**config.mk**
```make
export PLATFORM = sky130hd
export DESIGN_NAME = mfs_cell
export DESIGN_NICKNAME = d
export VERILOG_FILES = /design/src/rtl/assert_macros.svh /design/src/rtl/mfs_pkg.sv /design/src/rtl/mfs_cell.sv
export SDC_FILE = /design/constraint.sdc
export NUM_CORES = 1
export LEC_CHECK = 0
export BUFFER_PORTS_ARGS = -buffer_cell sky130_fd_sc_hd__buf_2
export CORE_UTILIZATION = 35
export CTS_BUF_LIST = sky130_fd_sc_hd__clkbuf_2
export DETAILED_ROUTE_END_ITERATION = 6
export GPL_TIMING_DRIVEN = 0
export MAX_ROUTING_LAYER = met4
export PLACE_DENSITY = 0.8
export REMOVE_ABC_BUFFERS = 1
export SLEW_MARGIN = 25
export SYNTH_ARGS = -nofsm -noshare
export SYNTH_HDL_FRONTEND = slang
export SYNTH_SLANG_ARGS = --single-unit
export TNS_END_PERCENT = 100
```
**constraint.sdc**
```tcl
create_clock -name clk_i -period 2.4 [get_ports clk_i]
set_clock_uncertainty 0.2 [all_clocks]
set_input_delay 0.24 -clock clk_i [delete_from_list [all_inputs] [get_ports clk_i]]
set_output_delay 0.24 -clock clk_i [all_outputs]
set_load 0.02 [all_outputs]
```
**src/rtl/assert_macros.svh**
```systemverilog
// Assertion macros shared by the frequency stack RTL.
// No dependencies; included by modules that carry concurrent checks.
`ifndef ASSERT_MACROS_SVH
`define ASSERT_MACROS_SVH

// Property must hold at every rising clock edge outside reset.
`define MFS_ASSERT(name, clk, rst_n, prop) \
  name: assert property (@(posedge clk) disable iff (!(rst_n)) (prop)) \
    else $error("mfs check failed");

// Expression must never be true outside reset.
`define MFS_NEVER(name, clk, rst_n, expr) \
  `MFS_ASSERT(name, clk, rst_n, !(expr))

`endif

```
**src/rtl/mfs_pkg.sv**
```systemverilog
// Shared types and codes for the max frequency stack.
// No dependencies; used by mfs_cell, mfs_ctrl and max_frequency_stack.
package mfs_pkg;

  localparam int unsigned VALUE_W = 30;

  typedef enum logic {
    OP_PUSH = 1'b0,
    OP_POP  = 1'b1
  } op_e;

  typedef enum logic [1:0] {
    STAT_OK    = 2'd0,
    STAT_FULL  = 2'd1,
    STAT_EMPTY = 2'd2
  } status_e;

  typedef enum logic [1:0] {
    S_IDLE,
    S_SWEEP,
    S_COMMIT
  } state_e;

  // control part of the sweep token moving down the cell chain
  typedef struct packed {
    logic valid;
    op_e  op;
    logic found;
  } tok_ctl_t;

  // broadcast update applied to all cells at the end of a word
  typedef struct packed {
    logic push_we;
    logic pop_shift;
  } cmt_t;

endpackage

```
**src/rtl/mfs_cell.sv**
```systemverilog
// One stack cell: holds one entry and passes the sweep token to the cell below.
// Depends on mfs_pkg.
module mfs_cell #(
  parameter int unsigned DEPTH = 256,
  parameter int unsigned IDX   = 0,
  localparam int unsigned CNT_W = $clog2(DEPTH + 1),
  localparam int unsigned IDX_W = $clog2(DEPTH)
) (
  input  logic                         clk_i,
  input  logic                         rst_ni,
  input  logic [CNT_W-1:0]             fill_i,
  input  logic [CNT_W-1:0]             max_tag_i,
  input  mfs_pkg::tok_ctl_t            tok_ctl_i,
  input  logic [mfs_pkg::VALUE_W-1:0]  tok_key_i,
  input  logic [CNT_W-1:0]             tok_cnt_i,
  input  logic [IDX_W-1:0]             tok_pos_i,
  output mfs_pkg::tok_ctl_t            tok_ctl_o,
  output logic [mfs_pkg::VALUE_W-1:0]  tok_key_o,
  output logic [CNT_W-1:0]             tok_cnt_o,
  output logic [IDX_W-1:0]             tok_pos_o,
  input  mfs_pkg::cmt_t                cmt_i,
  input  logic [IDX_W-1:0]             cmt_pos_i,
  input  logic [mfs_pkg::VALUE_W-1:0]  cmt_value_i,
  input  logic [CNT_W-1:0]             cmt_tag_i,
  input  logic [mfs_pkg::VALUE_W-1:0]  up_value_i,
  input  logic [CNT_W-1:0]             up_tag_i,
  output logic [mfs_pkg::VALUE_W-1:0]  value_o,
  output logic [CNT_W-1:0]             tag_o
);

  localparam logic [CNT_W-1:0] MY_IDX  = CNT_W'(IDX);
  localparam logic [CNT_W-1:0] MY_NEXT = CNT_W'(IDX + 1);
  localparam logic [IDX_W-1:0] POS_IDX = IDX_W'(IDX);
  localparam logic [CNT_W-1:0] POP_SAT = CNT_W'(2);

  logic [mfs_pkg::VALUE_W-1:0] value_q;
  logic [CNT_W-1:0]            tag_q;
  mfs_pkg::tok_ctl_t           ctl_d, ctl_q;
  logic [mfs_pkg::VALUE_W-1:0] key_d, key_q;
  logic [CNT_W-1:0]            cnt_d, cnt_q;
  logic [IDX_W-1:0]            pos_d, pos_q;
  logic                        occ, eq_val, eq_tag;

  always_comb begin
    occ    = MY_IDX < fill_i;
    eq_val = occ && (value_q == tok_key_i);
    eq_tag = occ && (tag_q == max_tag_i);
    ctl_d  = tok_ctl_i;
    key_d  = tok_key_i;
    cnt_d  = tok_cnt_i;
    pos_d  = tok_pos_i;
    if (tok_ctl_i.op == mfs_pkg::OP_PUSH) begin
      if (eq_val) cnt_d = tok_cnt_i + 1'b1;
    end else begin
      // saturating count of max-tag entries: two means at least one is left after the pop
      if (eq_tag && tok_cnt_i != POP_SAT) cnt_d = tok_cnt_i + 1'b1;
      if (occ && !tok_ctl_i.found) begin
        if (eq_tag) begin
          ctl_d.found = 1'b1;
          pos_d       = POS_IDX;
          key_d       = value_q;
        end else if (MY_NEXT == fill_i) begin
          pos_d = POS_IDX;
          key_d = value_q;
        end
      end
    end
  end

  always_ff @(posedge clk_i or negedge rst_ni) begin
    if (!rst_ni) begin
      ctl_q <= '0;
    end else begin
      ctl_q <= ctl_d;
    end
  end

  always_ff @(posedge clk_i) begin
    key_q <= key_d;
    cnt_q <= cnt_d;
    pos_q <= pos_d;
  end

  always_ff @(posedge clk_i) begin
    if (cmt_i.push_we && MY_IDX == fill_i) begin
      value_q <= cmt_value_i;
      tag_q   <= cmt_tag_i;
    end else if (cmt_i.pop_shift && POS_IDX >= cmt_pos_i) begin
      value_q <= up_value_i;
      tag_q   <= up_tag_i;
    end
  end

  assign tok_ctl_o = ctl_q;
  assign tok_key_o = key_q;
  assign tok_cnt_o = cnt_q;
  assign tok_pos_o = pos_q;
  assign value_o   = value_q;
  assign tag_o     = tag_q;

endmodule

```
## Word-level counts from Yosys, hierarchy flattened

Cells that the tools add are included.

| word-level totals | value |
|---|---|
| bits in registers | 89 |

| operators by class | value |
|---|---|
| eq/ne operators | 4 |
| multiplexer cells | 18 |
| reductions and logical operators | 9 |
| $add $sub $neg | 1 |
| $lt $le $gt $ge | 2 |

Operator list:

| kind | number |
|---|---|
| $mux W30 | 6 |
| $mux W9 | 5 |
| $mux W8 | 4 |
| $eq A30 B30 Y1 | 1 |
| $add A9 B1 Y9 const B | 1 |
| $eq A1 B9 Y1 const A | 1 |
| $eq A9 B9 Y1 | 1 |
| $logic_not A9 Y1 | 1 |
| $lt A1 B9 Y1 const A | 1 |
| $ne A9 B2 Y1 const B | 1 |
| $ge A1 B8 Y1 const A | 1 |
| $logic_and A1 B1 Y1 | 6 |
| $mux W1 | 3 |
| $reduce_bool A2 Y1 | 1 |
| $logic_not A1 Y1 | 1 |

## Logic depth before layout (Yosys ltp)

Gate-level depths: netlist of the first run.

| logic depth | value |
|---|---|
| depth after elaboration | 5 |
| gate-level depth with buffers | 8 |

## Least setup slack after synthesis of the first run

No wires, ideal clock.

| timing path | value |
|---|---|
| path kind | in2reg |
| start point | input cmt_pos_i[5] |
| end point | register tag_q[0], in the netlist tag_o[0], enable pin |
| library setup time | 545 ps |
| required time | 1,655 ps |
| data arrival time | 4,594 ps |
| stages on the path | 3 |
| setup slack | -2,939 ps |
| cells stage by stage | nor4_1 nand3b_1 o41ai_1 |

| between the ends | value |
|---|---|
| cells in the longest elaborated chain, start to end | 3 |

RTL lines:

| what | line | text |
|---|---|---|
| start, declared | mfs_cell.sv:22 | `input logic [IDX_W-1:0] cmt_pos_i,` |
| $ge A1 B8 Y1 | mfs_cell.sv:88 | `end else if (cmt_i.pop_shift && POS_IDX >= cmt_pos_i) begin` |
| $logic_and A1 B1 Y1 | mfs_cell.sv:88 |  |
| $reduce_bool A2 Y1 (no source line) | - |  |
| end signal, assigned | mfs_cell.sv:87 | `tag_q <= cmt_tag_i;` |
| end signal, assigned | mfs_cell.sv:90 | `tag_q <= up_tag_i;` |
| end, declared | mfs_cell.sv:37 | `logic [CNT_W-1:0] tag_q;` |

No other way between the ends.
A chain may end at the register's enable or synchronous reset.

## Worst setup path after layout of the first run

| timing path | value |
|---|---|
| start point | register tag_q[3], in the netlist tag_o[3] |
| end point | register key_q, in the netlist tok_key_o[8] |

| between the ends | value |
|---|---|
| cells in the longest elaborated chain, start to end | 5 |

RTL lines:

| what | line | text |
|---|---|---|
| $eq A9 B9 Y1 | mfs_cell.sv:47 | `eq_tag = occ && (tag_q == max_tag_i);` |
| $logic_and A1 B1 Y1 | mfs_cell.sv:47 |  |
| $mux W30 | mfs_cell.sv:58 | `if (eq_tag) begin` |
| $mux W30 | mfs_cell.sv:57 | `if (occ && !tok_ctl_i.found) begin` |
| $mux W30 | mfs_cell.sv:52 | `if (tok_ctl_i.op == mfs_pkg::OP_PUSH) begin` |
| named net key_d, one bit | mfs_cell.sv:39 | `logic [mfs_pkg::VALUE_W-1:0] key_d, key_q;` |
| end signal, assigned | mfs_cell.sv:79 | `key_q <= key_d;` |
| end, declared | mfs_cell.sv:39 |  |

The timed path passes the listed nets, and every way through them passes these cells.

==> results.sh, run 1 <==
export IMPL_drt_iter0_markers=189
export IMPL_layout_setup_ws_ns=-0.0785
export IMPL_areaGrowthSynthToFinish_pct=81.6
export IMPL_core_area_um2=10900
export IMPL_worstPathMaxFanout=6
export IMPL_cts_root_buf="clkbuf_2"
export IMPL_criticalPathCategory="flop to flop"
export IMPL_cts_inserted_buffers=9
export IMPL_maxCapViolCount=0
export IMPL_max_slew_worst_pin_slew_ns=0.421
export IMPL_synth_top_cell_by_area="edfxtp_1"
export IMPL_grt_pass1_vias=4336
export IMPL_drive_gt1_share_pct=52.7
export IMPL_grt_first_pass_wirelength_um=20400
export IMPL_endpoint_kind="flop"
export IMPL_grt_total_usage_pct=24.3
export IMPL_required_ns=2.67
export IMPL_yosys_most_used_dff="dfxtp_1"
export IMPL_fillCellCount=790
export IMPL_num_vias=3981
export IMPL_placedCellCount=673
export IMPL_routedWlPerCell_um=17.2
export IMPL_worst_setup_path_start_kind="flop"
export IMPL_vias_per_cell=4.75
export IMPL_gp_congestion=0.927
export IMPL_r2r_end="tok_key_o[8]"
export IMPL_ys_seq_elements=89
export IMPL_finalPower_mw=3.08
export IMPL_clk_pin_slew_ns=0.23
export IMPL_grt_start_max_net_pins=29
export IMPL_die_w_um=109
export IMPL_hold_path_class="input pin to flop"
export IMPL_synth_avg_cell_area_um2=14.0
export IMPL_synth_common_cells="49 x mux2_2, 47 x dfxtp_1, 39 x edfxtp_1"
export IMPL_r2r_cells=9
export IMPL_fmax_mhz=403
export IMPL_fin_nets=853
export IMPL_leakagePower_nw=3.28
export IMPL_violations="setup timing"
export IMPL_grt_overflow=0
export IMPL_htree_levels=3
export IMPL_rsz0062_at_grt="true"
export IMPL_reg2reg_slack_ns=-0.08
export IMPL_synthArstFlopShare_pct=3.37
export IMPL_ant_nets=0
export IMPL_p_per_area_nw_per_um2=427
export IMPL_ys_seq_area_share_pct=55.0
export IMPL_cts_tree="built"
export IMPL_maxSlewViolCount=0
export IMPL_synthCells=284
export IMPL_cts_num_sinks=89
export IMPL_synth_edf_count=39
export IMPL_r2r_start="tag_o[3]"
export IMPL_synth_area_um2=3980
export IMPL_clk_latency_ns=0.56
export IMPL_initial_core_util_pct=36.4
export IMPL_drc=0
export IMPL_port_buffers=246
export IMPL_min_period_ns=2.48
export IMPL_synth_yosys_warnings=0
export IMPL_crit_end="tok_key_o[8]"
export IMPL_slew_headroom_pct=71.7
export IMPL_synth_most_common_cell="mux2_2"
export IMPL_die_h_um=109
export IMPL_num_antenna_cells=0
export IMPL_hold_viol_final=0
export IMPL_vdd_ir_drop_worst_v=0.000265
export IMPL_finalSetupViolCount=30
export IMPL_pin_count=247
export IMPL_finalNonFillerCells=838
export IMPL_dp_slack_ns=-0.741
export IMPL_rows=38
export IMPL_dpl_hpwl_um=9000
export IMPL_critPathArrivalTime_ns=2.75
export IMPL_dieArea_um2=11800
export IMPL_fin_tns_setup_ns=-1.27
export IMPL_hold_depth=4
export IMPL_synthTopCellsByArea="edfxtp_1 29%, dfxtp_1 24%, mux2_2 14%, mux2_4 7.6%, xor2_1 7.0%"
export IMPL_firstDrtPassIters=4
export IMPL_routed_wl_um=14400
export IMPL_yosysUniqueCellTypes=32
export IMPL_finalCritPeriodShare_pct=103
export IMPL_clockBufferDepth=2
export IMPL_synth_top_area_share_pct=29.5
export IMPL_antenna_found_initial=0
export IMPL_cp_startpoint="tag_o[3]"
export IMPL_status="finished with violations"
-- stage by stage --
step / hold WS, ns / instance area, um^2 / util (%)
6_report: 0.0855 / 7220 / 66.0
2_1_floorplan: -0.256 / 3910 / -
4_1_cts: 0.0276 / 7060 / 64.6
5_1_grt: 0.0403 / 7220 / 66.0
3_3_place_gp: -0.166 / 5310 / 48.6
3_5_place_dp: -0.162 / 5420 / 49.6
-- how the worst min path moves through the flow --
stage,from,endpoint
2_1_floorplan,rst_ni,tok_ctl_o[0]
3_3_place_gp,rst_ni,tok_ctl_o[2]
3_5_place_dp,rst_ni,tok_ctl_o[2]
4_1_cts,cmt_pos_i[0],tag_o[4]
5_1_grt,cmt_pos_i[0],value_o[0]
6_report,cmt_pos_i[0],tag_o[4]
-- layer usage --
layer	up-vias	wire (um)	GRT usage [%]
li1	1862	-	-
met1	1874	5400	23.5
met2	202	7650	44.9
met3	43	870	4.94
met4	0	488	13.3
met5	-	0	-
-- repair_timing --
item	4_1_cts	5_1_grt
buffers inserted	8	3
pin swaps	2	1
endpoints found under the setup margin	59	44
hold buffers	136	0
resized for setup	20	16
gates cloned	0	2
endpoints found under the hold margin	102	0
-- cell type report --
type,instances,area [um^2],share of cell area (%)
tap,140,175,2.43
sequential,89,2190,30.3
multi-input combinational,185,1860,25.8
clock buffer,12,60.1,0.832
clock inverter,4,67.6,0.936
inverter,2,7.51,0.104
timing repair buffer,406,2860,39.6
-- state kept, by name, summed over array words and instances, names as in the netlist --
register	flops
tag_o	9
tok_cnt_o	9
tok_ctl_o	3
tok_key_o	30
tok_pos_o	8
value_o	30
-- power by group --
| group | switching [mW] | internal [mW] |
|---|---|---|
| Clock | 0.490 | 0.352 |
| Combinational | 0.241 | 0.357 |
| Sequential | 0.0145 | 1.63 |
| Total | 0.746 | 2.34 |
-- critical path: stages (launching register included) --
cell and delay, ns:
edfxtp_1 0.49, xnor2_2 0.15, nand4_1 0.15, nor4_4 0.22, buf_4 0.19, mux2i_4 0.08
nor3b_4 0.25, buf_6 0.19, buf_8 0.14, mux2_4 0.30
-- kinds of logic after synthesis --
kind of cell               after synthesis  share of synthesized area [%]
buffers and inverters                   10                           1.98
xor gates and xnor gates                47                           10.4
muxes                                   71                           21.9
AOI/OAI and AO/OA                        8                           1.35
and+or+nand+nor                         57                           8.75
DFF                                     89                           55.0
adders and majority gates                2                          0.629
-- cell usage in the layout (no fill, tap or decap), types with 5 or more instances in the layout --
| cell | count |
|---|---|
| buf_2 | 252 |
| dlygate4sd3_1 | 136 |
| clkbuf_2 | 12 |
| nand2_1 | 5 |
| xnor2_1 | 13 |
| dfxtp_1 | 47 |
| mux2_2 | 39 |
| nor2b_1 | 8 |
| buf_4 | 6 |
| nor4_1 | 13 |
| mux2_4 | 30 |
| xor2_1 | 32 |
| edfxtp_1 | 39 |
| buf_6 | 6 |
Power figures use the tool's default switching activity.
==> run 2: changes to the inputs <==
--- a/config.mk
+++ b/config.mk
@@ -7,7 +7,7 @@
 export LEC_CHECK = 0
 export BUFFER_PORTS_ARGS = -buffer_cell sky130_fd_sc_hd__buf_2
 export CORE_UTILIZATION = 35
-export CTS_BUF_LIST = sky130_fd_sc_hd__clkbuf_2
+export CTS_BUF_LIST = sky130_fd_sc_hd__clkbuf_16
 export DETAILED_ROUTE_END_ITERATION = 6
 export GPL_TIMING_DRIVEN = 0
 export MAX_ROUTING_LAYER = met4
==> run 2 against run 1 <==
Compared with the run above: the run still ends with setup timing left; wire length decreased by 5.0%; power grew 18%; critical path depth unchanged; clock power is 72% higher; via count is 4.2% lower; sequential power is essentially flat; cell area shrank 2.0%; die area is the same; final cell count shrank 3.8%; count of clock-buffer cells in the layout decreased by 3.
==> results.sh, run 2 (synthesized netlist as in run 1, its figures left out) <==
export IMPL_hold_viol_final=0
export IMPL_finalCritPeriodShare_pct=101
export IMPL_cts_tree="built"
export IMPL_fin_tns_setup_ns=-0.201
export IMPL_criticalPathCategory="flop to flop"
export IMPL_drive_gt1_share_pct=55.4
export IMPL_path_cells="xnor2_1 > nand3_1 > nor4_4 > buf_4 > mux2i_4 > nor3b_4 > buf_6 > buf_12 > mux2_4"
export IMPL_fin_util_pct=64.7
export IMPL_violations="setup timing"
export IMPL_worstPathMaxFanout=5
export IMPL_critPathArrivalTime_ns=2.45
export IMPL_slew_headroom_pct=61.4
export IMPL_clk_pin_slew_ns=0.06
export IMPL_port_buffers=246
export IMPL_min_period_ns=2.43
export IMPL_placedCellCount=673
export IMPL_htree_levels=3
export IMPL_pin_count=247
export IMPL_maxCapViolCount=0
export IMPL_dieArea_um2=11800
export IMPL_worst_setup_path_start_kind="flop"
export IMPL_required_ns=2.42
export IMPL_vias_per_cell=4.73
export IMPL_antenna_found_initial=0
export IMPL_grt_total_usage_pct=23.1
export IMPL_status="finished with violations"
export IMPL_leakagePower_nw=3.21
export IMPL_final_cell_mix="250 x buf_2, 100 x dlygate4sd3_1, 47 x dfxtp_1"
export IMPL_clockBufferDepth=2
export IMPL_final_common_cell="buf_2"
export IMPL_clk_latency_ns=0.34
export IMPL_p_per_area_nw_per_um2=514
export IMPL_cts_root_buf="clkbuf_16"
export IMPL_rows=38
export IMPL_grt_start_max_net_pins=29
export IMPL_drt_iter0_markers=156
export IMPL_dpl_hpwl_um=9000
export IMPL_cts_inserted_buffers=9
export IMPL_vdd_ir_drop_worst_v=0.000354
export IMPL_core_area_um2=10900
export IMPL_routed_wl_um=13700
export IMPL_layout_setup_ws_ns=-0.0250
export IMPL_drc=0
export IMPL_cts_num_sinks=89
export IMPL_finalNonFillerCells=806
export IMPL_dp_slack_ns=-0.741
export IMPL_ant_nets=0
export IMPL_fmax_mhz=412
export IMPL_max_slew_worst_pin_slew_ns=0.573
export IMPL_initial_core_util_pct=36.4
export IMPL_die_w_um=109
export IMPL_worst_hold_slack_ns=0.0117
export IMPL_hold_path_class="input pin to flop"
export IMPL_num_antenna_cells=0
export IMPL_grt_first_pass_wirelength_um=19300
export IMPL_endpoint_kind="flop"
export IMPL_cp_slowest_cell="edfxtp_1"
export IMPL_finalSetupViolCount=21
export IMPL_routedWlPerCell_um=17.0
export IMPL_num_vias=3815
export IMPL_die_h_um=109
export IMPL_gp_congestion=0.927
export IMPL_fin_nets=821
export IMPL_place_area_um2=5420
export IMPL_max_stage_delay_ns=0.42
export IMPL_firstDrtPassIters=4
export IMPL_maxSlewViolCount=0
export IMPL_grt_overflow=0
export IMPL_design_area_um2=7080
export IMPL_rsz0062_at_grt="true"
export IMPL_grt_pass1_vias=3965
export IMPL_finalPower_mw=3.64
export IMPL_areaGrowthSynthToFinish_pct=78.0
[run 2: path summary, 6_finish.rpt]
check | from | endpoint | slack [ns] | cells past startpoint
setup / recovery | tag_o[4] | tok_key_o[3] | -0.03 | 9
hold reg to reg | value_o[7] | tok_key_o[7] | 0.36 | 1
setup reg to reg | tag_o[4] | tok_key_o[3] | -0.03 | 9
hold / removal | up_value_i[12] | value_o[12] | 0.01 | 2
min in group asynchronous | rst_ni | tok_ctl_o[2] | 0.03 | 2
max in group asynchronous | rst_ni | tok_ctl_o[1] | 1.86 | 2
[run 2: worst max-delay path: cells and delay by family, from the launching register on]
family                 cells  cell delay [ns]
flip-flops                 1             0.42
buffers and inverters      3             0.51
XOR/XNOR                   1             0.16
AND/OR/NAND/NOR            3             0.62
multiplexers               2             0.39
[run 2: timing repair]
action,CTS,global route
pin swaps,4,8
buffers inserted,10,6
gates resized for setup,28,10
endpoints found under the hold margin,81,0
gates cloned,1,1
endpoints found under the setup margin,75,67
hold buffers,100,0
[run 2: cell type report]
class,instances,area [um^2]
clock buffers,9,225
clock inverters,7,78.8
fillers,810,3860
inverters,2,7.51
multi-input cells,185,1870
flip-flops and latches,89,2190
well taps,140,175
repair buffers,374,2530
[run 2: report_power, final]
part | internal, mW | total [mW] | switching, mW
sequential | 1.63 | 1.64 | 0.0139
combinational | 0.320 | 0.552 | 0.231
clock | 0.894 | 1.45 | 0.552
[run 2: layer usage]
| metal | up-vias | GRT usage, % | part of all wire [%] |
|---|---|---|---|
| met2 | 194 | 41.6 | 52 |
| met1 | 1790 | 23.4 | 38 |
| met4 | 0 | 12.2 | 3.2 |
| li1 | 1798 | - | - |
| met5 | - | - | 0 |
| met3 | 33 | 5.00 | 6.3 |
==> run 3: changes to the inputs <==
--- a/config.mk
+++ b/config.mk
@@ -11,8 +11,9 @@
 export DETAILED_ROUTE_END_ITERATION = 6
 export GPL_TIMING_DRIVEN = 0
 export MAX_ROUTING_LAYER = met4
-export PLACE_DENSITY = 0.8
+export PLACE_DENSITY = 0.67
 export REMOVE_ABC_BUFFERS = 1
+export SETUP_SLACK_MARGIN = 0.5
 export SLEW_MARGIN = 25
 export SYNTH_ARGS = -nofsm -noshare
 export SYNTH_HDL_FRONTEND = slang
==> run 3 against run 2 <==
Compared with the run above: sequential power is essentially flat; first-iteration DRC count shrank 38%; wire length shrank 0.87%; clock power shrank 16%; critical path type unchanged; setup slack gained 0.032 ns; register-to-register slack gained 0.03 ns; the flow now finishes without violations; worst hold slack gained 0.0034 ns; combinational power is essentially flat.
==> results.sh, run 3 (synthesized netlist as in run 1, its figures left out) <==
export IMPL_min_period_ns=2.39
export IMPL_max_stage_delay_ns=0.43
export IMPL_firstDrtPassIters=4
export IMPL_clk_pin_slew_ns=0.06
export IMPL_maxCapViolCount=0
export IMPL_gp_congestion=0.853
export IMPL_num_vias=3861
export IMPL_clockBufferDepth=2
export IMPL_fmax_mhz=418
export IMPL_grt_overflow=0
export IMPL_die_w_um=109
export IMPL_clk_latency_ns=0.34
export IMPL_dieArea_um2=11800
export IMPL_criticalPathCategory="flop to flop"
export IMPL_fin_tns_setup_ns=0
export IMPL_core_area_um2=10900
export IMPL_vias_per_cell=4.78
export IMPL_hp_start="cmt_value_i[16]"
export IMPL_finalSetupViolCount=0
export IMPL_cp_slowest_cell="edfxtp_1"
export IMPL_status="finished, final reports clean"
export IMPL_fin_util_pct=65.5
export IMPL_grt_start_max_net_pins=15
export IMPL_rows=38
export IMPL_die_h_um=109
export IMPL_vdd_ir_drop_worst_v=0.000425
export IMPL_path_buf_inv=2
export IMPL_hold_viol_final=0
export IMPL_grt_pass1_vias=4089
export IMPL_place_area_um2=5430
export IMPL_port_buffers=246
export IMPL_max_slew_worst_pin_slew_ns=0.508
export IMPL_endpoint_kind="flop"
export IMPL_critPathArrivalTime_ns=2.41
export IMPL_routedWlPerCell_um=16.8
export IMPL_num_antenna_cells=0
export IMPL_worst_hold_slack_ns=0.0151
export IMPL_worst_setup_path_start_kind="flop"
export IMPL_leakagePower_nw=3.29
export IMPL_areaGrowthSynthToFinish_pct=80.2
export IMPL_hold_path_class="input pin to flop"
export IMPL_drc=0
export IMPL_antenna_found_initial=0
export IMPL_finalNonFillerCells=808
export IMPL_required_ns=2.42
export IMPL_cp_top_family="simple AND/OR/NAND/NOR gates"
export IMPL_placedCellCount=673
export IMPL_ant_nets=0
export IMPL_drive_gt1_share_pct=59.9
export IMPL_cts_root_buf="clkbuf_16"
export IMPL_pin_count=247
export IMPL_cts_num_sinks=89
export IMPL_path_cells="xnor2_2 > nand3_2 > nor4_4 > mux2i_2 > nor3b_4 > buf_6 > buf_12 > mux2_4"
export IMPL_drt_iter0_markers=96
export IMPL_grt_first_pass_wirelength_um=19600
export IMPL_final_cell_mix="245 x buf_2, 89 x dlygate4sd3_1, 47 x dfxtp_1"
export IMPL_fin_nets=823
export IMPL_cts_inserted_buffers=9
export IMPL_rsz0062_at_grt="true"
export IMPL_dpl_hpwl_um=8890
export IMPL_slew_headroom_pct=66.0
export IMPL_worstPathMaxFanout=10
export IMPL_r2r_start="tag_o[4]"
export IMPL_routed_wl_um=13600
export IMPL_htree_levels=3
export IMPL_cts_tree="built"
export IMPL_finalCritPeriodShare_pct=99.7
export IMPL_design_area_um2=7170
export IMPL_grt_total_usage_pct=23.4
export IMPL_cp_startpoint="tag_o[4]"
export IMPL_final_common_cell="buf_2"
export IMPL_maxSlewViolCount=0
export IMPL_initial_core_util_pct=36.4
export IMPL_p_per_area_nw_per_um2=476
-- run 3: report_power, final --
part	switching (mW)	leakage, nW	internal (mW)	total (mW)
Combinational	0.233	2.36	0.316	0.549
Sequential	0.0122	0.782	1.63	1.64
Clock	0.543	0.142	0.678	1.22
-- run 3: metrics by stage --
| step | power, mW | setup slack (ns) |
|---|---|---|
| floorplan | 1.85 | -2.94 |
| global placement | 2.05 | -5.28 |
| detailed placement | 2.07 | -0.764 |
| CTS | 3.42 | -0.140 |
| global route | 3.55 | -0.0779 |
| finish | 3.41 | 0.00708 |
-- run 3: what timing repair did --
| action | in CTS | in global routing |
|---|---|---|
| gates resized for setup | 52 | 25 |
| hold buffers | 89 | 0 |
| setup buffers | 19 | 10 |
| gates cloned | 1 | 0 |
| setup endpoints to repair | 125 | 84 |
| pin swaps | 16 | 16 |
| endpoints found under the hold margin | 75 | 0 |
-- run 3: layout make-up --
| type | count | area [um^2] |
|---|---|---|
| fill | 829 | 3770 |
| timing repair buffer | 376 | 2550 |
| sequential | 89 | 2190 |
| multi-input combinational | 185 | 1990 |
| clock buffer | 9 | 225 |
| tap | 140 | 175 |
| clock inverter | 7 | 27.5 |
| inverter | 2 | 7.51 |
-- run 3: final timing paths --
| kind | endpoint | slack, ns | depth (start not counted) |
|---|---|---|---|
| max in group asynchronous | tok_ctl_o[2] | 1.85 | 2 |
| worst min register to register | tok_key_o[15] | 0.35 | 1 |
| min in group asynchronous | tok_ctl_o[0] | 0.04 | 2 |
| worst max register to register | tok_key_o[18] | 0.007 | 8 |
| worst min-delay path | value_o[16] | 0.02 | 2 |
| worst max-delay path | tok_key_o[18] | 0.007 | 8 |
-- run 3: per-layer routing --
layer  wire, um  global-route usage (%)
met2       7360                    42.9
met3        867                    5.00
met1       5040                    23.7
met4        290                    10.1
met5          0                       -
