File: config.mk
export PLATFORM = sky130hd
export DESIGN_NAME = mfs_ctrl
export DESIGN_NICKNAME = d
export VERILOG_FILES = /design/src/rtl/mfs_pkg.sv /design/src/rtl/mfs_ctrl.sv
export VERILOG_INCLUDE_DIRS = /design/src /design/src/rtl
export SDC_FILE = /design/constraint.sdc
export NUM_CORES = 1
export LEC_CHECK = 0
export ABC_AREA = 0
export ABC_CLOCK_PERIOD_IN_PS = 9500
export BUFFER_PORTS_ARGS = -buffer_cell sky130_fd_sc_hd__buf_2
export CAP_MARGIN = 0
export CORE_MARGIN = 2
export CORE_UTILIZATION = 35
export CTS_CLUSTER_DIAMETER = 60
export CTS_CLUSTER_SIZE = 25
export DETAILED_ROUTE_END_ITERATION = 6
export SYNTH_ARGS = -nofsm -noshare
export SYNTH_HDL_FRONTEND = slang
export SYNTH_SLANG_ARGS = --single-unit
export TNS_END_PERCENT = 50
File: constraint.sdc
create_clock -name clk_i -period 9.5 [get_ports clk_i]
set_input_delay 1.9 -clock clk_i [delete_from_list [all_inputs] [get_ports clk_i]]
set_output_delay 1.9 -clock clk_i [all_outputs]
set_load 0.02 [all_outputs]
File: src/rtl/assert_macros.svh
// Assertion macros shared by the frequency stack RTL.
// No dependencies; included by modules that carry concurrent checks.
`ifndef ASSERT_MACROS_SVH
`define ASSERT_MACROS_SVH

// Property must hold at every rising clock edge outside reset.
`define MFS_ASSERT(name, clk, rst_n, prop) \
  name: assert property (@(posedge clk) disable iff (!(rst_n)) (prop)) \
    else $error("mfs check failed");

// Expression must never be true outside reset.
`define MFS_NEVER(name, clk, rst_n, expr) \
  `MFS_ASSERT(name, clk, rst_n, !(expr))

`endif

File: src/rtl/mfs_pkg.sv
// Shared types and codes for the max frequency stack.
// No dependencies; used by mfs_cell, mfs_ctrl and max_frequency_stack.
package mfs_pkg;

  localparam int unsigned VALUE_W = 30;

  typedef enum logic {
    OP_PUSH = 1'b0,
    OP_POP  = 1'b1
  } op_e;

  typedef enum logic [1:0] {
    STAT_OK    = 2'd0,
    STAT_FULL  = 2'd1,
    STAT_EMPTY = 2'd2
  } status_e;

  typedef enum logic [1:0] {
    S_IDLE,
    S_SWEEP,
    S_COMMIT
  } state_e;

  // control part of the sweep token moving down the cell chain
  typedef struct packed {
    logic valid;
    op_e  op;
    logic found;
  } tok_ctl_t;

  // broadcast update applied to all cells at the end of a word
  typedef struct packed {
    logic push_we;
    logic pop_shift;
  } cmt_t;

endpackage

File: src/rtl/mfs_ctrl.sv
// Sequencer: handshakes, fill count, max tag, token injection and commit.
// Depends on mfs_pkg and assert_macros.svh.
`include "assert_macros.svh"

module mfs_ctrl #(
  parameter int unsigned DEPTH = 256,
  localparam int unsigned CNT_W = $clog2(DEPTH + 1),
  localparam int unsigned IDX_W = $clog2(DEPTH)
) (
  input  logic                         clk_i,
  input  logic                         rst_ni,
  input  logic                         in_valid_i,
  output logic                         in_stall_o,
  input  logic                         operation_i,
  input  logic [mfs_pkg::VALUE_W-1:0]  push_value_i,
  output logic                         out_valid_o,
  input  logic                         out_stall_i,
  output logic [mfs_pkg::VALUE_W-1:0]  pop_value_o,
  output logic [1:0]                   status_o,
  output mfs_pkg::tok_ctl_t            inj_ctl_o,
  output logic [mfs_pkg::VALUE_W-1:0]  inj_key_o,
  input  mfs_pkg::tok_ctl_t            ret_ctl_i,
  input  logic [mfs_pkg::VALUE_W-1:0]  ret_key_i,
  input  logic [CNT_W-1:0]             ret_cnt_i,
  input  logic [IDX_W-1:0]             ret_pos_i,
  output logic [CNT_W-1:0]             fill_o,
  output logic [CNT_W-1:0]             max_tag_o,
  output mfs_pkg::cmt_t                cmt_o,
  output logic [IDX_W-1:0]             cmt_pos_o,
  output logic [CNT_W-1:0]             cmt_tag_o
);

  localparam logic [CNT_W-1:0] FULL    = CNT_W'(DEPTH);
  localparam logic [CNT_W-1:0] POP_SAT = CNT_W'(2);

  mfs_pkg::state_e             state_d, state_q;
  mfs_pkg::op_e                op_d, op_q;
  logic [mfs_pkg::VALUE_W-1:0] key_d, key_q;
  logic                        inj_d, inj_q;
  logic [mfs_pkg::VALUE_W-1:0] res_key_q;
  logic [CNT_W-1:0]            res_cnt_q;
  logic [IDX_W-1:0]            res_pos_q;
  logic [CNT_W-1:0]            fill_d, fill_q, max_d, max_q, new_tag;
  logic                        out_valid_d, out_valid_q;
  logic [mfs_pkg::VALUE_W-1:0] pop_value_d, pop_value_q;
  mfs_pkg::status_e            status_d, status_q;
  logic                        accept, out_free, commit_go;

  assign out_free   = !out_valid_q || !out_stall_i;
  assign in_stall_o = (state_q != mfs_pkg::S_IDLE) || !out_free;
  assign accept     = in_valid_i && !in_stall_o;
  assign new_tag    = res_cnt_q + 1'b1;

  always_comb begin
    state_d     = state_q;
    op_d        = op_q;
    key_d       = key_q;
    inj_d       = 1'b0;
    fill_d      = fill_q;
    max_d       = max_q;
    out_valid_d = out_valid_q && out_stall_i;
    pop_value_d = pop_value_q;
    status_d    = status_q;
    commit_go   = 1'b0;
    cmt_o       = '0;
    unique case (state_q)
      mfs_pkg::S_IDLE: begin
        if (accept) begin
          op_d  = mfs_pkg::op_e'(operation_i);
          key_d = push_value_i;
          if (operation_i == mfs_pkg::OP_PUSH && fill_q == FULL) begin
            out_valid_d = 1'b1;
            pop_value_d = '0;
            status_d    = mfs_pkg::STAT_FULL;
          end else if (operation_i == mfs_pkg::OP_POP && fill_q == '0) begin
            out_valid_d = 1'b1;
            pop_value_d = '0;
            status_d    = mfs_pkg::STAT_EMPTY;
          end else begin
            inj_d   = 1'b1;
            state_d = mfs_pkg::S_SWEEP;
          end
        end
      end
      mfs_pkg::S_SWEEP: begin
        if (ret_ctl_i.valid) state_d = mfs_pkg::S_COMMIT;
      end
      mfs_pkg::S_COMMIT: begin
        if (out_free) begin
          commit_go   = 1'b1;
          state_d     = mfs_pkg::S_IDLE;
          out_valid_d = 1'b1;
          status_d    = mfs_pkg::STAT_OK;
          if (op_q == mfs_pkg::OP_PUSH) begin
            cmt_o.push_we = 1'b1;
            fill_d        = fill_q + 1'b1;
            pop_value_d   = '0;
            if (new_tag > max_q) max_d = new_tag;
          end else begin
            cmt_o.pop_shift = 1'b1;
            fill_d          = fill_q - 1'b1;
            pop_value_d     = res_key_q;
            if (res_cnt_q != POP_SAT && max_q != '0) max_d = max_q - 1'b1;
          end
        end
      end
      default: state_d = mfs_pkg::S_IDLE;
    endcase
  end

  always_ff @(posedge clk_i or negedge rst_ni) begin
    if (!rst_ni) begin
      state_q     <= mfs_pkg::S_IDLE;
      inj_q       <= 1'b0;
      fill_q      <= '0;
      max_q       <= '0;
      out_valid_q <= 1'b0;
    end else begin
      state_q     <= state_d;
      inj_q       <= inj_d;
      fill_q      <= fill_d;
      max_q       <= max_d;
      out_valid_q <= out_valid_d;
    end
  end

  always_ff @(posedge clk_i) begin
    op_q        <= op_d;
    key_q       <= key_d;
    pop_value_q <= pop_value_d;
    status_q    <= status_d;
    if (state_q == mfs_pkg::S_SWEEP && ret_ctl_i.valid) begin
      res_key_q <= ret_key_i;
      res_cnt_q <= ret_cnt_i;
      res_pos_q <= ret_pos_i;
    end
  end

  assign inj_ctl_o = '{valid: inj_q, op: op_q, found: 1'b0};
  assign inj_key_o = key_q;
  assign fill_o    = fill_q;
  assign max_tag_o = max_q;
  assign cmt_pos_o = res_pos_q;
  assign cmt_tag_o = new_tag;

  assign out_valid_o = out_valid_q;
  assign pop_value_o = pop_value_q;
  assign status_o    = status_q;

  `MFS_ASSERT(a_fill_bound, clk_i, rst_ni, fill_q <= FULL)
  `MFS_ASSERT(a_ret_in_sweep, clk_i, rst_ni, ret_ctl_i.valid |-> state_q == mfs_pkg::S_SWEEP)
  `MFS_NEVER(a_push_full, clk_i, rst_ni, cmt_o.push_we && fill_q == FULL)
  `MFS_ASSERT(a_commit_idle, clk_i, rst_ni, commit_go |=> state_q == mfs_pkg::S_IDLE)

endmodule

Word level (Yosys, flattened, before mapping)
Cells that the tools add are included.
Widths: inputs -> output; s select.
{"block": "op_classes", "n_addsub": 4, "n_lt_le_gt_ge": 1, "n_eq_ne": 11, "muxes": 33, "n_bitwise": 1, "n_reduce_logical": 23}
{"operator": "$mux 30", "count": 5}
{"operator": "$pmux 30 s2", "count": 1}
{"operator": "$mux 9", "count": 4}
{"operator": "$mux 2", "count": 10}
{"operator": "$add 9x1->9 const B", "count": 2}
{"operator": "$sub 9x1->9 const B", "count": 2}
{"operator": "$mux 1", "count": 10}
{"operator": "$ne 2x2->1 const B", "count": 5}
{"operator": "$eq 9x9->1 const B", "count": 1}
{"operator": "$gt 9x9->1", "count": 1}
{"operator": "$logic_not 9->1", "count": 1}
{"operator": "$ne 9x2->1 const B", "count": 1}
{"operator": "$reduce_bool 9->1", "count": 1}
{"operator": "$reduce_and 4->1", "count": 2}
{"operator": "$logic_and 1x1->1", "count": 6}
{"operator": "$pmux 2 s3", "count": 1}
{"operator": "$reduce_bool 2->1", "count": 3}
{"operator": "$reduce_and 5->1", "count": 1}
{"operator": "$logic_not 1->1", "count": 4}
{"operator": "$pmux 2 s2", "count": 1}
{"operator": "$reduce_and 2->1", "count": 2}
{"operator": "$ne 3x3->1 const B", "count": 1}
{"operator": "$eq 2x1->1 const B", "count": 1}
{"operator": "$eq 2x2->1 const B", "count": 1}
{"operator": "other kinds (5)", "count": 6}
{"block": "word_totals", "ff_bits": 132, "input_bits": 85, "out_inout_bits": 104, "elab_cells": 85}

Depth between registers and ports, before layout
Gate-level depths: netlist (run 1).
{"block": "logic_depth", "depth_word": 8, "ltp_mapped": 12, "depth_no_buf": 11}

Worst setup path after synthesis (run 1)
Ideal clock, no wire load.
{"block": "synth_timing", "path_kind": "input to register", "start": "in operation_i", "end": "reg pop_value_q (netlist bit pop_value_o[0]), enable pin", "setup_ps": 461, "arrival_ps": 4482, "t_required_ps": 9039, "setup_slack_ps": 4556, "cell_stages": 4, "path_buffers": 0, "cell_sequence": "xnor2_1 -> nor2_1 -> a21oi_1 -> nor3_1"}
{"block": "synth_between", "elab_chain_len": 4, "word_cells_on_any_way": 5, "cone_classes": "eq/ne (1); bitwise (1); reduce/logical (3)"}
{"element": "start: declaration", "line_no": "mfs_ctrl.sv:14", "rtl": "input logic operation_i,"}
{"element": "$not 1->1", "line_no": "mfs_ctrl.sv:71", "rtl": "if (operation_i == mfs_pkg::OP_PUSH && fill_q == FULL) begin"}
{"element": "$logic_and 1x1->1", "line_no": "mfs_ctrl.sv:71"}
{"element": "$ne 3x3->1 (no source line) (*)"}
{"element": "$reduce_and 4->1 (no source line) (*)"}
{"element": "end signal: assignment", "line_no": "mfs_ctrl.sv:130", "rtl": "pop_value_q <= pop_value_d;"}
{"element": "end: declaration", "line_no": "mfs_ctrl.sv:45", "rtl": "logic [mfs_pkg::VALUE_W-1:0] pop_value_d, pop_value_q;"}
Every way passes the cells marked *; elsewhere a longest branch is shown, timed or not.
A chain may end at the register's enable or synchronous reset.

==> results of run 1 <==
-- sequential cells by signal, summed over array words and instances, names as in the netlist --
signal,cells
status_o,2
inj_q,1
cmt_pos_o,8
res_cnt_q,9
op_q,1
state_q,2
max_tag_o,9
inj_key_o,30
fill_o,9
res_key_q,30
out_valid_o,1
pop_value_o,30
-- final cells by class --
cell class / instances / area, sq um / area share (%)
Sequential cell: 132 / 3850 / 54.0
Clock inverter: 14 / 128 / 1.79
Tap cell: 188 / 235 / 3.30
Timing Repair Buffer: 189 / 956 / 13.4
Inverter: 22 / 82.6 / 1.16
Multi-Input combinational cell: 207 / 1440 / 20.2
Antenna cell: 1 / 2.50 / 0.0351
Clock buffer: 18 / 429 / 6.02
-- final timing paths --
kind,from,end,cells after the start
min in group asynchronous,rst_ni,fill_o[1],1
max reg2reg,res_cnt_q[2],max_tag_o[2],11
min reg2reg,res_key_q[17],pop_value_o[17],1
max,state_q[1],cmt_o[1],4
min,res_key_q[17],pop_value_o[17],1
max in group asynchronous,rst_ni,fill_o[8],1
-- placed cells by master, fill, tap and decap left out, types with 2 or more instances in the layout --
cell type and instances:
sky130_fd_sc_hd__dfrtp_1 22, sky130_fd_sc_hd__or3_1 3, sky130_fd_sc_hd__inv_1 22, sky130_fd_sc_hd__xor2_1 3, sky130_fd_sc_hd__nor4_1 4, sky130_fd_sc_hd__a21o_1 4, sky130_fd_sc_hd__o2111ai_1 2, sky130_fd_sc_hd__xnor2_1 10
sky130_fd_sc_hd__nand3_1 7, sky130_fd_sc_hd__nor2_1 19, sky130_fd_sc_hd__ha_1 19, sky130_fd_sc_hd__a21oi_1 8, sky130_fd_sc_hd__o21bai_1 2, sky130_fd_sc_hd__clkbuf_16 17, sky130_fd_sc_hd__clkinv_4 5, sky130_fd_sc_hd__buf_2 185
sky130_fd_sc_hd__nand4_1 3, sky130_fd_sc_hd__inv_6 3, sky130_fd_sc_hd__and2_1 4, sky130_fd_sc_hd__buf_4 4, sky130_fd_sc_hd__nand2_1 23, sky130_fd_sc_hd__a41o_1 4, sky130_fd_sc_hd__a221oi_2 5, sky130_fd_sc_hd__edfxtp_1 110
sky130_fd_sc_hd__nor3_1 12, sky130_fd_sc_hd__o21ai_0 13, sky130_fd_sc_hd__a31o_1 3, sky130_fd_sc_hd__o211ai_1 2, sky130_fd_sc_hd__and3_1 32, sky130_fd_sc_hd__clkinv_2 4
-- power groups by stage --
stage               clock network, W  logic [W]  registers [W]
finish                      0.000612   0.000745       0.000865
global route                0.000653   0.000821       0.000883
CTS                         0.000626   0.000749       0.000867
detailed placement                 0   0.000746       0.000877
global placement                   0   0.000728       0.000871
floorplan                          0   0.000406       0.000983
-- through the flow --
step	instances	power [W]	area [sq um]	utilization, %	hold WS (ns)
5_1_grt	770	0.00236	7130	46.9	0.568
3_3_place_gp	738	0.00160	6570	43.2	0.521
4_1_cts	770	0.00224	7130	46.9	0.548
2_1_floorplan	377	0.00139	5450	-	0.519
6_report	771	0.00222	7130	46.9	0.542
3_5_place_dp	738	0.00162	6570	43.2	0.538
-- per-layer routing --
metal  GRT usage, %  wire length, microns  up-vias
li1               -                     -     1807
met1           18.3                  5190     1786
met2           24.8                  5920      182
met3           6.69                  1220       20
met4           6.14                   196        2
met5              0                     6        -
-- cells by family (layout without fill, tap and decap cells) --
logic type,Yosys count,count (layout),synth area share (%)
flops,132,132,70.8
simple gates,117,117,11.1
compound gates,56,56,8.20
buf+inv,38,243,3.01
fa+ha+maj,20,20,4.73
xor+xnor,13,13,2.09
other cells,1,2,0.0689
-- worst register-to-register path, delay by kind of cell, from the launching register on --
kind,cells,cell delay (ns)
AOI/OAI and AO/OA,3,1.12
DFF,1,0.41
and+or+nand+nor,6,1.02
adders and majority gates,1,0.34
xor gates and xnor gates,1,0.30
==> flow_results.org, run 1 <==
** Routing
- Vias post-DR :: 3797
- DRC violation total after the first TritonRoute iteration :: 199
- In the routed design, unresolved DRC markers number 0.
- Detailed-routing iteration count for the pre-antenna-repair pass :: 4
- The count of nets left with antenna violations once routing finished came out at 0.
- After detailed routing, the number of vias per cell comes to 4.92.
- Final routed wire length divided by cell count :: 16.3 microns
- After detailed routing, the total wire length is 12.5 mm.

** Global routing
- The number of antenna violations at the first check in global routing was 0.
- Global routing used 15.4% of the available tracks.
- The first global-routing pass estimated 19.2 mm of wire.
- Global routing finished with a remaining overflow of 0.
- Largest net degree at the start of global routing :: 54
- Via count of the first global-routing pass :: 3801

** Yosys
- Sorting the synthesized cells by area gives the leading types as sky130_fd_sc_hd__edfxtp_1, sky130_fd_sc_hd__dfrtp_1, sky130_fd_sc_hd__ha_1.
- In this run the cell area of the synthesized design comes to 5450 sq um.
- Synthesized area per cell :: 14.4 sq um
- The largest total area in the synthesized netlist belongs to sky130_fd_sc_hd__edfxtp_1.
- Among all flip-flop cells after synthesis, the most frequent one is sky130_fd_sc_hd__edfxtp_1.
- Netlist cell types :: 51
- Number of flops mapped to enable cells by yosys :: 110
- For this run, asynchronously set or reset flops after synthesis account for 16.7%.
- Most frequent cell after synthesis :: sky130_fd_sc_hd__edfxtp_1
- Syn_nets :: 482
- Number of synthesized register bits :: 132
- In the synthesized netlist, the number of instances is 377.
- In the synthesized netlist, the cells that appear most often are sky130_fd_sc_hd__edfxtp_1, sky130_fd_sc_hd__and3_1, sky130_fd_sc_hd__nand2_1.
- Proportion of synthesized chip area in sequential cells :: 70.8%
- Yosys printed 0 warnings.
- Summed over its instances, the top area cell type makes up 60.6% of the synthesized netlist area.

** Timing
- Setup total negative slack on the finished layout was measured at 0 ns.
- Final setup violation count :: 0
- RSZ-0062 raised after global routing :: no
- Total count of hold-check failures in the final report :: 0
- Setup WS post-layout :: 4.43 ns
- Tightest slew margin relative to the limit :: 16.7%
- On the final layout, the worst clock skew is 0.00880 ns.
- Tcrit/Tclk final :: 53.4%
- For the pin with the worst max-slew slack, the measured transition is 1.24 ns.
- Derived from the worst setup path, the maximum achievable clock frequency is 0.197 GHz.
- The worst path in the final design needs a cycle of 5.07 ns, including I/O delays and setup.
- Final-report max-slew violation count :: 0

** Worst setup path
- Crit path max-delay cell type :: sky130_fd_sc_hd__nor2b_2
- Type of the worst setup path :: flop to output port
- In this run the register-to-register setup slack is 6.20 ns.
- For the worst setup path, the data arrival time is 3.17 ns.
- STA classifies the critical path endpoint as an output port.
- The worst setup path is launched from a flop.
- For the worst setup path, the data required time is 7.60 ns.
- The cell family contributing the most delay on the critical path is simple AND/OR/NAND/NOR gates.
- Cells along the critical path :: nor2b_2, nand2_1, nor2_1, buf_2
- Largest stage delay, worst path :: 1.03 ns
- Maximum fanout along the worst path :: 33
- Counting both buffers and inverters, the worst setup path holds a total of 1.

** Clock network
- TritonCTS clock tree :: built
- Counting along the longest clock path gives a buffer depth of 2.
- The root buffer cell chosen for the clock tree is sky130_fd_sc_hd__clkbuf_16.
- In this run the number of H-tree levels came out at 4.
- Number of buffers inserted during clock tree synthesis :: 17
- Insertion delay to the later sink of the worst-skew pair :: 0.42 ns
- Once the clock tree was built, the setup fixing pass inserted 0 buffers.
- Hold bufs inserted after CTS :: 0
- The clock net in this run drives a total of 132 sinks.
- After clock tree synthesis, the clock-pin slew on the worst setup and hold paths is 0.06 ns.
- Post_cts resized :: 0

** Pwr
- Switching part of the total :: 36.5%
- Worst IR Drop VDD :: 0.127 mV
- In this run, the clock network consumes 27.5% of the power.
- In this run, flip-flops and latches consume 38.9% of the power.
- For this design the total switching power over the nets is 0.000812 W.
- In this run the static leakage power is 3.11 nW.
- Portion of total power attributed to combinational logic :: 33.5%
- Power Density :: 312 nW/um^2
- Internal power :: 0.00141 W

** Place
- Input/output buffers :: 185
- Routability Congestion :: 0.759
- Before CTS, the worst setup slack after placement is 4.57 ns.
- Sum of net half-perimeters after detailed placement :: 8.83 mm

** Floorplanning
- For this configuration, the core starts out at a cell density of 35.8%.
- Overall die width :: 129 microns
- Number of rows created at floorplan :: 45
- In this run the count of I/O pins placed on the die edge is 189.
- The die covers 16600 sq um.
- Die Y-Extent :: 129 microns
- Core Footprint :: 15200 sq um

** Hold path
- Classification of the worst-slack hold path :: flop to flop

** Layout
- Area delta synth->final :: 30.9%
- The filler cells instantiated in the layout total 1392.
- After the last flow step, the layout net total stands at 674.
- Layout cells sized above 1 :: 39.7%

** Job
- Number of violations of the max-capacitance limit :: 0

** Outcome
- The flow ran to the end, and the final reports show no timing, DRC or antenna violations.
(Power assumes the default switching activity.)
==> run 2: changes to the inputs <==
Settings changed: ABC_CLOCK_PERIOD_IN_PS 9500 to 4680.
Clock period 9.5 ns to 4.68 ns, I/O delays scaled along.
==> flow_results.org, run 2 (same netlist as run 1, synthesis figures left out) <==
** Outcome
- The flow ran to the end, and the final reports show no timing, DRC or antenna violations.

** Timing
- The number of slew-limit violations in the final report is 0.
- Actual slew at the worst max-slew pin :: 1.14 ns
- After routing, the total negative slack on setup checks comes to 0 ns.
- The smallest clock period supported by the final layout is computed as 3.18 ns.
- Setup skew after layout :: 0.00631 ns
- Upper clock frequency limit :: 0.314 GHz
- RSZ-0062 raised after global routing :: no
- Tcrit/Tclk final :: 68.0%
- Tightest slew margin relative to the limit :: 23.8%
- Setup WS post-layout :: 1.50 ns
- The number of hold violations in the final report came to 0.
- Final setup violation count :: 0

** Worst setup path
- Type of the worst setup path :: flop to flop
- The slowest stage of the critical path is the sky130_fd_sc_hd__edfxtp_1 cell.
- On the worst path, the slowest cell contributes a delay of 0.42 ns.
- STA puts the critical path data arrival time at 3.50 ns.
- Along the worst path, the maximum fanout reaches 11.
- The signal on the critical path passes through nand3_1, nor2_1, nand4_1, xnor2_1, ha_1, nand4_1, nor2_1, a41o_1, o21ai_2, nand2_1, a221oi_1.
- Worst endpoint required time :: 5.00 ns
- The worst setup path is captured at a flop.
- The worst setup path is launched from a flop.

** Layout
- Top library cells by usage in the layout, fill and taps aside :: sky130_fd_sc_hd__buf_2, sky130_fd_sc_hd__edfxtp_1, sky130_fd_sc_hd__and3_1
- Layout cells sized above 1 :: 40.0%
- Net count of the finished layout :: 675
- 0 antenna diodes ended up in the layout.
- Leaving out fill and tap cells, the most frequent cell in the layout is sky130_fd_sc_hd__buf_2.
- Area delta synth->final :: 32.6%

** Hold path
- Classification of the worst-slack hold path :: input port to async pin

** Place
- Input/output buffers :: 185
- At the end of routability-driven placement, the weighted congestion stood at 0.813.
- Worst setup slack after placement :: 1.48 ns
- Sum of net half-perimeters after detailed placement :: 8.76 mm

** Global routing
- Antenna violations before repair :: 0
- Global routing finished with a remaining overflow of 0.
- In the global route stage, overall resource usage came out at 15.1%.
- Global-route wire length before repair :: 18.8 mm
- Via count of the first global-routing pass :: 3664
- Largest net degree at the start of global routing :: 36

** Floorplanning
- The initialized floorplan defines 45 standard-cell rows.
- In this run the horizontal extent of the chip is 129 microns.
- Die Footprint :: 16600 sq um
- The total area inside the core boundary comes to 15200 sq um.
- Boundary pin count :: 189
- The initial utilization of the core area, before any placement, comes to 35.8%.
- Die Y-Extent :: 129 microns

** Routing
- Antenna violation net count after detailed routing :: 0
- After detailed routing, the average wire length per cell comes to 15.8 microns.
- Vias post-DR :: 3758
- Detailed-route wire length :: 12.2 mm
- # DRC :: 0
- After detailed routing, the number of vias per cell comes to 4.87.
- Detailed-routing iteration count for the pre-antenna-repair pass :: 4
- The first routing iteration left 223 violations.

** Clock network
- Cell at the root of the clock tree :: sky130_fd_sc_hd__clkbuf_16
- TritonCTS built the clock tree.
- After clock tree synthesis, the clock-pin slew on the worst setup and hold paths is 0.06 ns.
- The number of gates resized after CTS was 0.
- TritonCTS created 17 clock buffers.
- Post-CTS setup repair buffer count :: 0
- Hold bufs inserted after CTS :: 0
- Clock latency on the worst-skew pair, taken at its later pin, is 0.42 ns.
- The clock net in this run drives a total of 132 sinks.
- The clock passes through at most 2 buffers.
- Number of H-tree levels :: 4

** Job
- Max-cap violations in this run came to 0.

** Pwr
- Worst IR Drop VDD :: 0.394 mV
- In this run the static leakage power is 3.15 nW.
- Total power :: 0.00469 W
- Power spread over the standard cell area amounts to 649 nW/um^2.
-- run 2: cell count changes in the layout (fill, tap and decap cells not counted), sizes merged --
cell and delta:
diode -1, inv +4, clkinv -6, clkbuf -1, buf +1, bufinv +3
-- run 2: worst paths after layout --
check | cells after the start | slack, ns | startpoint | end
worst max-delay path | 11 | 1.50 | res_cnt_q[2] | max_tag_o[6]
worst min-delay path | 1 | 0.51 | rst_ni | max_tag_o[6]
worst max register to register | 11 | 1.50 | res_cnt_q[2] | max_tag_o[6]
worst min register to register | 2 | 0.53 | fill_o[5] | fill_o[5]
max in group asynchronous | 1 | 3.80 | rst_ni | max_tag_o[0]
min in group clk_i | 2 | 0.53 | fill_o[5] | fill_o[5]
-- run 2: layout make-up --
| type | instances | area [sq um] |
|---|---|---|
| clock inverters | 15 | 218 |
| well taps | 188 | 235 |
| flip-flops and latches | 132 | 3850 |
| fillers | 1390 | 7980 |
| repair buffers | 190 | 963 |
| clock buffers | 17 | 425 |
| inverters | 22 | 82.6 |
| multi-input cells | 207 | 1440 |
-- run 2: power breakdown --
part	total [W]	switching, W	internal, W
registers	0.00177	0.000166	0.00160
logic	0.00148	0.000955	0.000529
clock network	0.00144	0.000529	0.000908
total	0.00469	0.00165	0.00304
-- run 2: routing by layer --
metal	vias to the layer above	part of all wire [%]	track usage, %
li1	1804	-	-
met1	1768	43	19.0
met2	178	47	23.5
met3	8	8.9	6.36
met4	0	1.1	5.31
met5	-	0	0
-- run 2: critical path: cells and delay by family, from the launching register on --
| family | cells | cell delay [ns] |
|---|---|---|
| AOI/OAI and AO/OA | 3 | 1.06 |
| adders and majority gates | 1 | 0.31 |
| and+or+nand+nor | 6 | 1.00 |
| xor gates and xnor gates | 1 | 0.29 |
| DFF | 1 | 0.42 |
-- run 2: stage by stage --
stage,util (%),std cells,hold WS (ns),cell area [sq um]
2_1_floorplan,-,377,0.519,5450
5_1_grt,47.5,771,0.533,7220
6_report,47.5,771,0.508,7220
3_5_place_dp,43.3,739,0.535,6580
4_1_cts,47.5,771,0.513,7220
3_3_place_gp,43.3,739,0.528,6580
==> run 3: changes to the inputs <==
Settings changed: ABC_CLOCK_PERIOD_IN_PS 4680 to 2950.
Clock period 4.68 ns to 2.95 ns, I/O delays scaled along.
==> flow_results.org, run 3 (same netlist as run 1, synthesis figures left out) <==
** Routing
- Detailed-routing iteration count for the pre-antenna-repair pass :: 6
- Antenna violation net count after detailed routing :: 0
- The first routing iteration left 220 violations.
- The routed design has 12.6 mm of wire.
- # DRC :: 0
- Vias per std cell :: 4.92
- Detailed routing inserted a total of 3882 vias.
- After detailed routing, the average wire length per cell comes to 16.0 microns.

** Clock network
- Number of buffers on the longest clock path :: 2
- Hold bufs inserted after CTS :: 0
- Insertion delay to the later sink of the worst-skew pair :: 0.42 ns
- In this run the clock root is driven by a sky130_fd_sc_hd__clkbuf_16.
- Number of buffers inserted during clock tree synthesis :: 17
- TritonCTS clock tree :: built
- Clock-pin slew was measured on the worst setup and hold paths at 0.06 ns.
- The tree built by TritonCTS fans out to 132 sinks.
- CTS built an H-tree with a depth of 4.

** Worst setup path
- CP startpoint kind :: flop
- Data arrival time of the critical path :: 3.12 ns
- The critical path is of the flop to flop type.
- The worst setup path is captured at a flop.
- Worst endpoint required time :: 3.27 ns
- Maximum fanout along the worst path :: 10

** Layout
- Top library cells by usage in the layout, fill and taps aside :: sky130_fd_sc_hd__buf_2, sky130_fd_sc_hd__edfxtp_1, sky130_fd_sc_hd__and3_1
- Of the cells placed in the final design, the portion with a size suffix greater than 1 is 42.8%.
- ANT cells :: 0
- The count of cells in the finished layout, fillers not included, comes to 789.
- The final layout contains 693 nets.
- Compared with the post-synthesis result, the final layout area differs by 34.3%.
- Leaving out fill and tap cells, the most frequent cell in the layout is sky130_fd_sc_hd__buf_2.
- After filler insertion, the fill cell instance count of the layout stands at 1364.

** Global routing
- Via count of the first global-routing pass :: 3853
- Met3 Resource Use GR :: 5.82%
- For this run, global-route usage on met2 was measured as 24.8%.
- The total overflow left after global routing is 0.
- Entering global routing, the biggest net connects 33 pins.
- The first global-routing pass estimated 19.5 mm of wire.
- Global route hottest layer :: met2
- Antenna violations before repair :: 0
- GRT Total Usage :: 15.6%
- Met1 demand-to-capacity share in global routing :: 19.0%

** Place
- Post-placement cell count :: 753
- Routability Congestion :: 0.786
- Input and output buffers added on the ports amount to 185.
- The wire-length estimate of the detail-placed layout is 9.05 mm.

** Pwr
- IR analysis of the VDD net gives a maximum drop of 0.506 mV.
- Leakage power summed over all cells :: 3.20 nW
- Power Density :: 996 nW/um^2
- Total power :: 0.00728 W

** Floorplanning
- The initial utilization of the core area, before any placement, comes to 35.8%.
- The core region is 15200 sq um.
- Overall die width :: 129 microns
- Die Footprint :: 16600 sq um
- Boundary pin count :: 189
- The die is 129 microns tall.
- The floorplan has 45 rows.

** Timing
- For the pin with the worst max-slew slack, the measured transition is 0.601 ns.
- Of the available clock period, the critical path in the final layout requires 95.0%.
- Final setup violation count :: 0
- Based on the critical path, the design can be clocked at up to 0.357 GHz.
- The number of slew-limit violations in the final report was 0.
- Setup skew after layout :: 0.00687 ns
- The number of hold violations in the final report was 0.
- After layout, the minimum clock period comes to 2.80 ns.
- In this run the tightest slew margin relative to its limit is 59.8%.

** Job
- Across the run, the number of max-cap violations was 0.

** Outcome
- Status :: finished, final reports clean

** Hold path
- Classification of the worst-slack hold path :: input port to async pin
run 3: metal layers:
layer | vias up | routed length [microns]
li1 | 1848 | -
met1 | 1837 | 5410
met2 | 178 | 5910
met3 | 17 | 1150
met4 | 2 | 168
met5 | - | 6
run 3: path summary, 6_finish.rpt:
path	slack (ns)	to	depth (start not counted)	startpoint
worst max-delay path	0.15	max_tag_o[6]	12	res_cnt_q[3]
worst min-delay path	0.15	max_tag_o[6]	1	rst_ni
worst max register to register	0.15	max_tag_o[6]	12	res_cnt_q[3]
worst min register to register	0.55	pop_value_o[21]	1	res_key_q[21]
max in group asynchronous	2.44	inj_q	1	rst_ni
min in group clk_i	0.34	cmt_pos_o[7]	1	ret_pos_i[7]
run 3: final cells by class:
class / count / area, sq um / area share [%]
clock inverters: 15 / 134 / 1.83
flip-flops and latches: 132 / 3850 / 52.7
clock buffers: 17 / 425 / 5.81
well taps: 188 / 235 / 3.21
inverters: 22 / 82.6 / 1.13
repair buffers: 208 / 1100 / 15.0
multi-input cells: 207 / 1490 / 20.3
run 3: critical path, stage by stage, from the launching register on:
cell and delay, ns:
sky130_fd_sc_hd__edfxtp_1 0.37, sky130_fd_sc_hd__nand3_1 0.13, sky130_fd_sc_hd__nor2_2 0.17, sky130_fd_sc_hd__nand2_1 0.10, sky130_fd_sc_hd__xnor2_2 0.15, sky130_fd_sc_hd__ha_1 0.31
sky130_fd_sc_hd__a21o_1 0.16, sky130_fd_sc_hd__a21o_1 0.20, sky130_fd_sc_hd__a221oi_4 0.33, sky130_fd_sc_hd__o21ai_2 0.11, sky130_fd_sc_hd__buf_4 0.19, sky130_fd_sc_hd__a41o_1 0.24
sky130_fd_sc_hd__a221oi_1 0.23
run 3: timing repair:
action / in CTS / in global routing
setup buffers: 0 / 4
endpoints found under the setup margin: 0 / 8
gates resized for setup: 0 / 8
run 3: through the flow:
stage	hold slack [ns]	util [%]	worst slack, ns	area [sq um]	TNS (ns)
floorplan	0.294	-	-0.0523	5450	-0.279
global placement	0.530	44.0	0.201	6690	0
detailed placement	0.536	44.0	0.122	6690	0
CTS	0.150	47.7	0.0922	7250	0
global route	0.184	48.1	-0.0131	7320	-0.0131
finish	0.151	48.1	0.148	7320	0
run 3: where the power goes:
group	internal [W]	total [W]	switching, W
combinational	0.000934	0.00252	0.00159
sequential	0.00253	0.00278	0.000245
clock	0.00116	0.00198	0.000818
total	0.00463	0.00728	0.00265
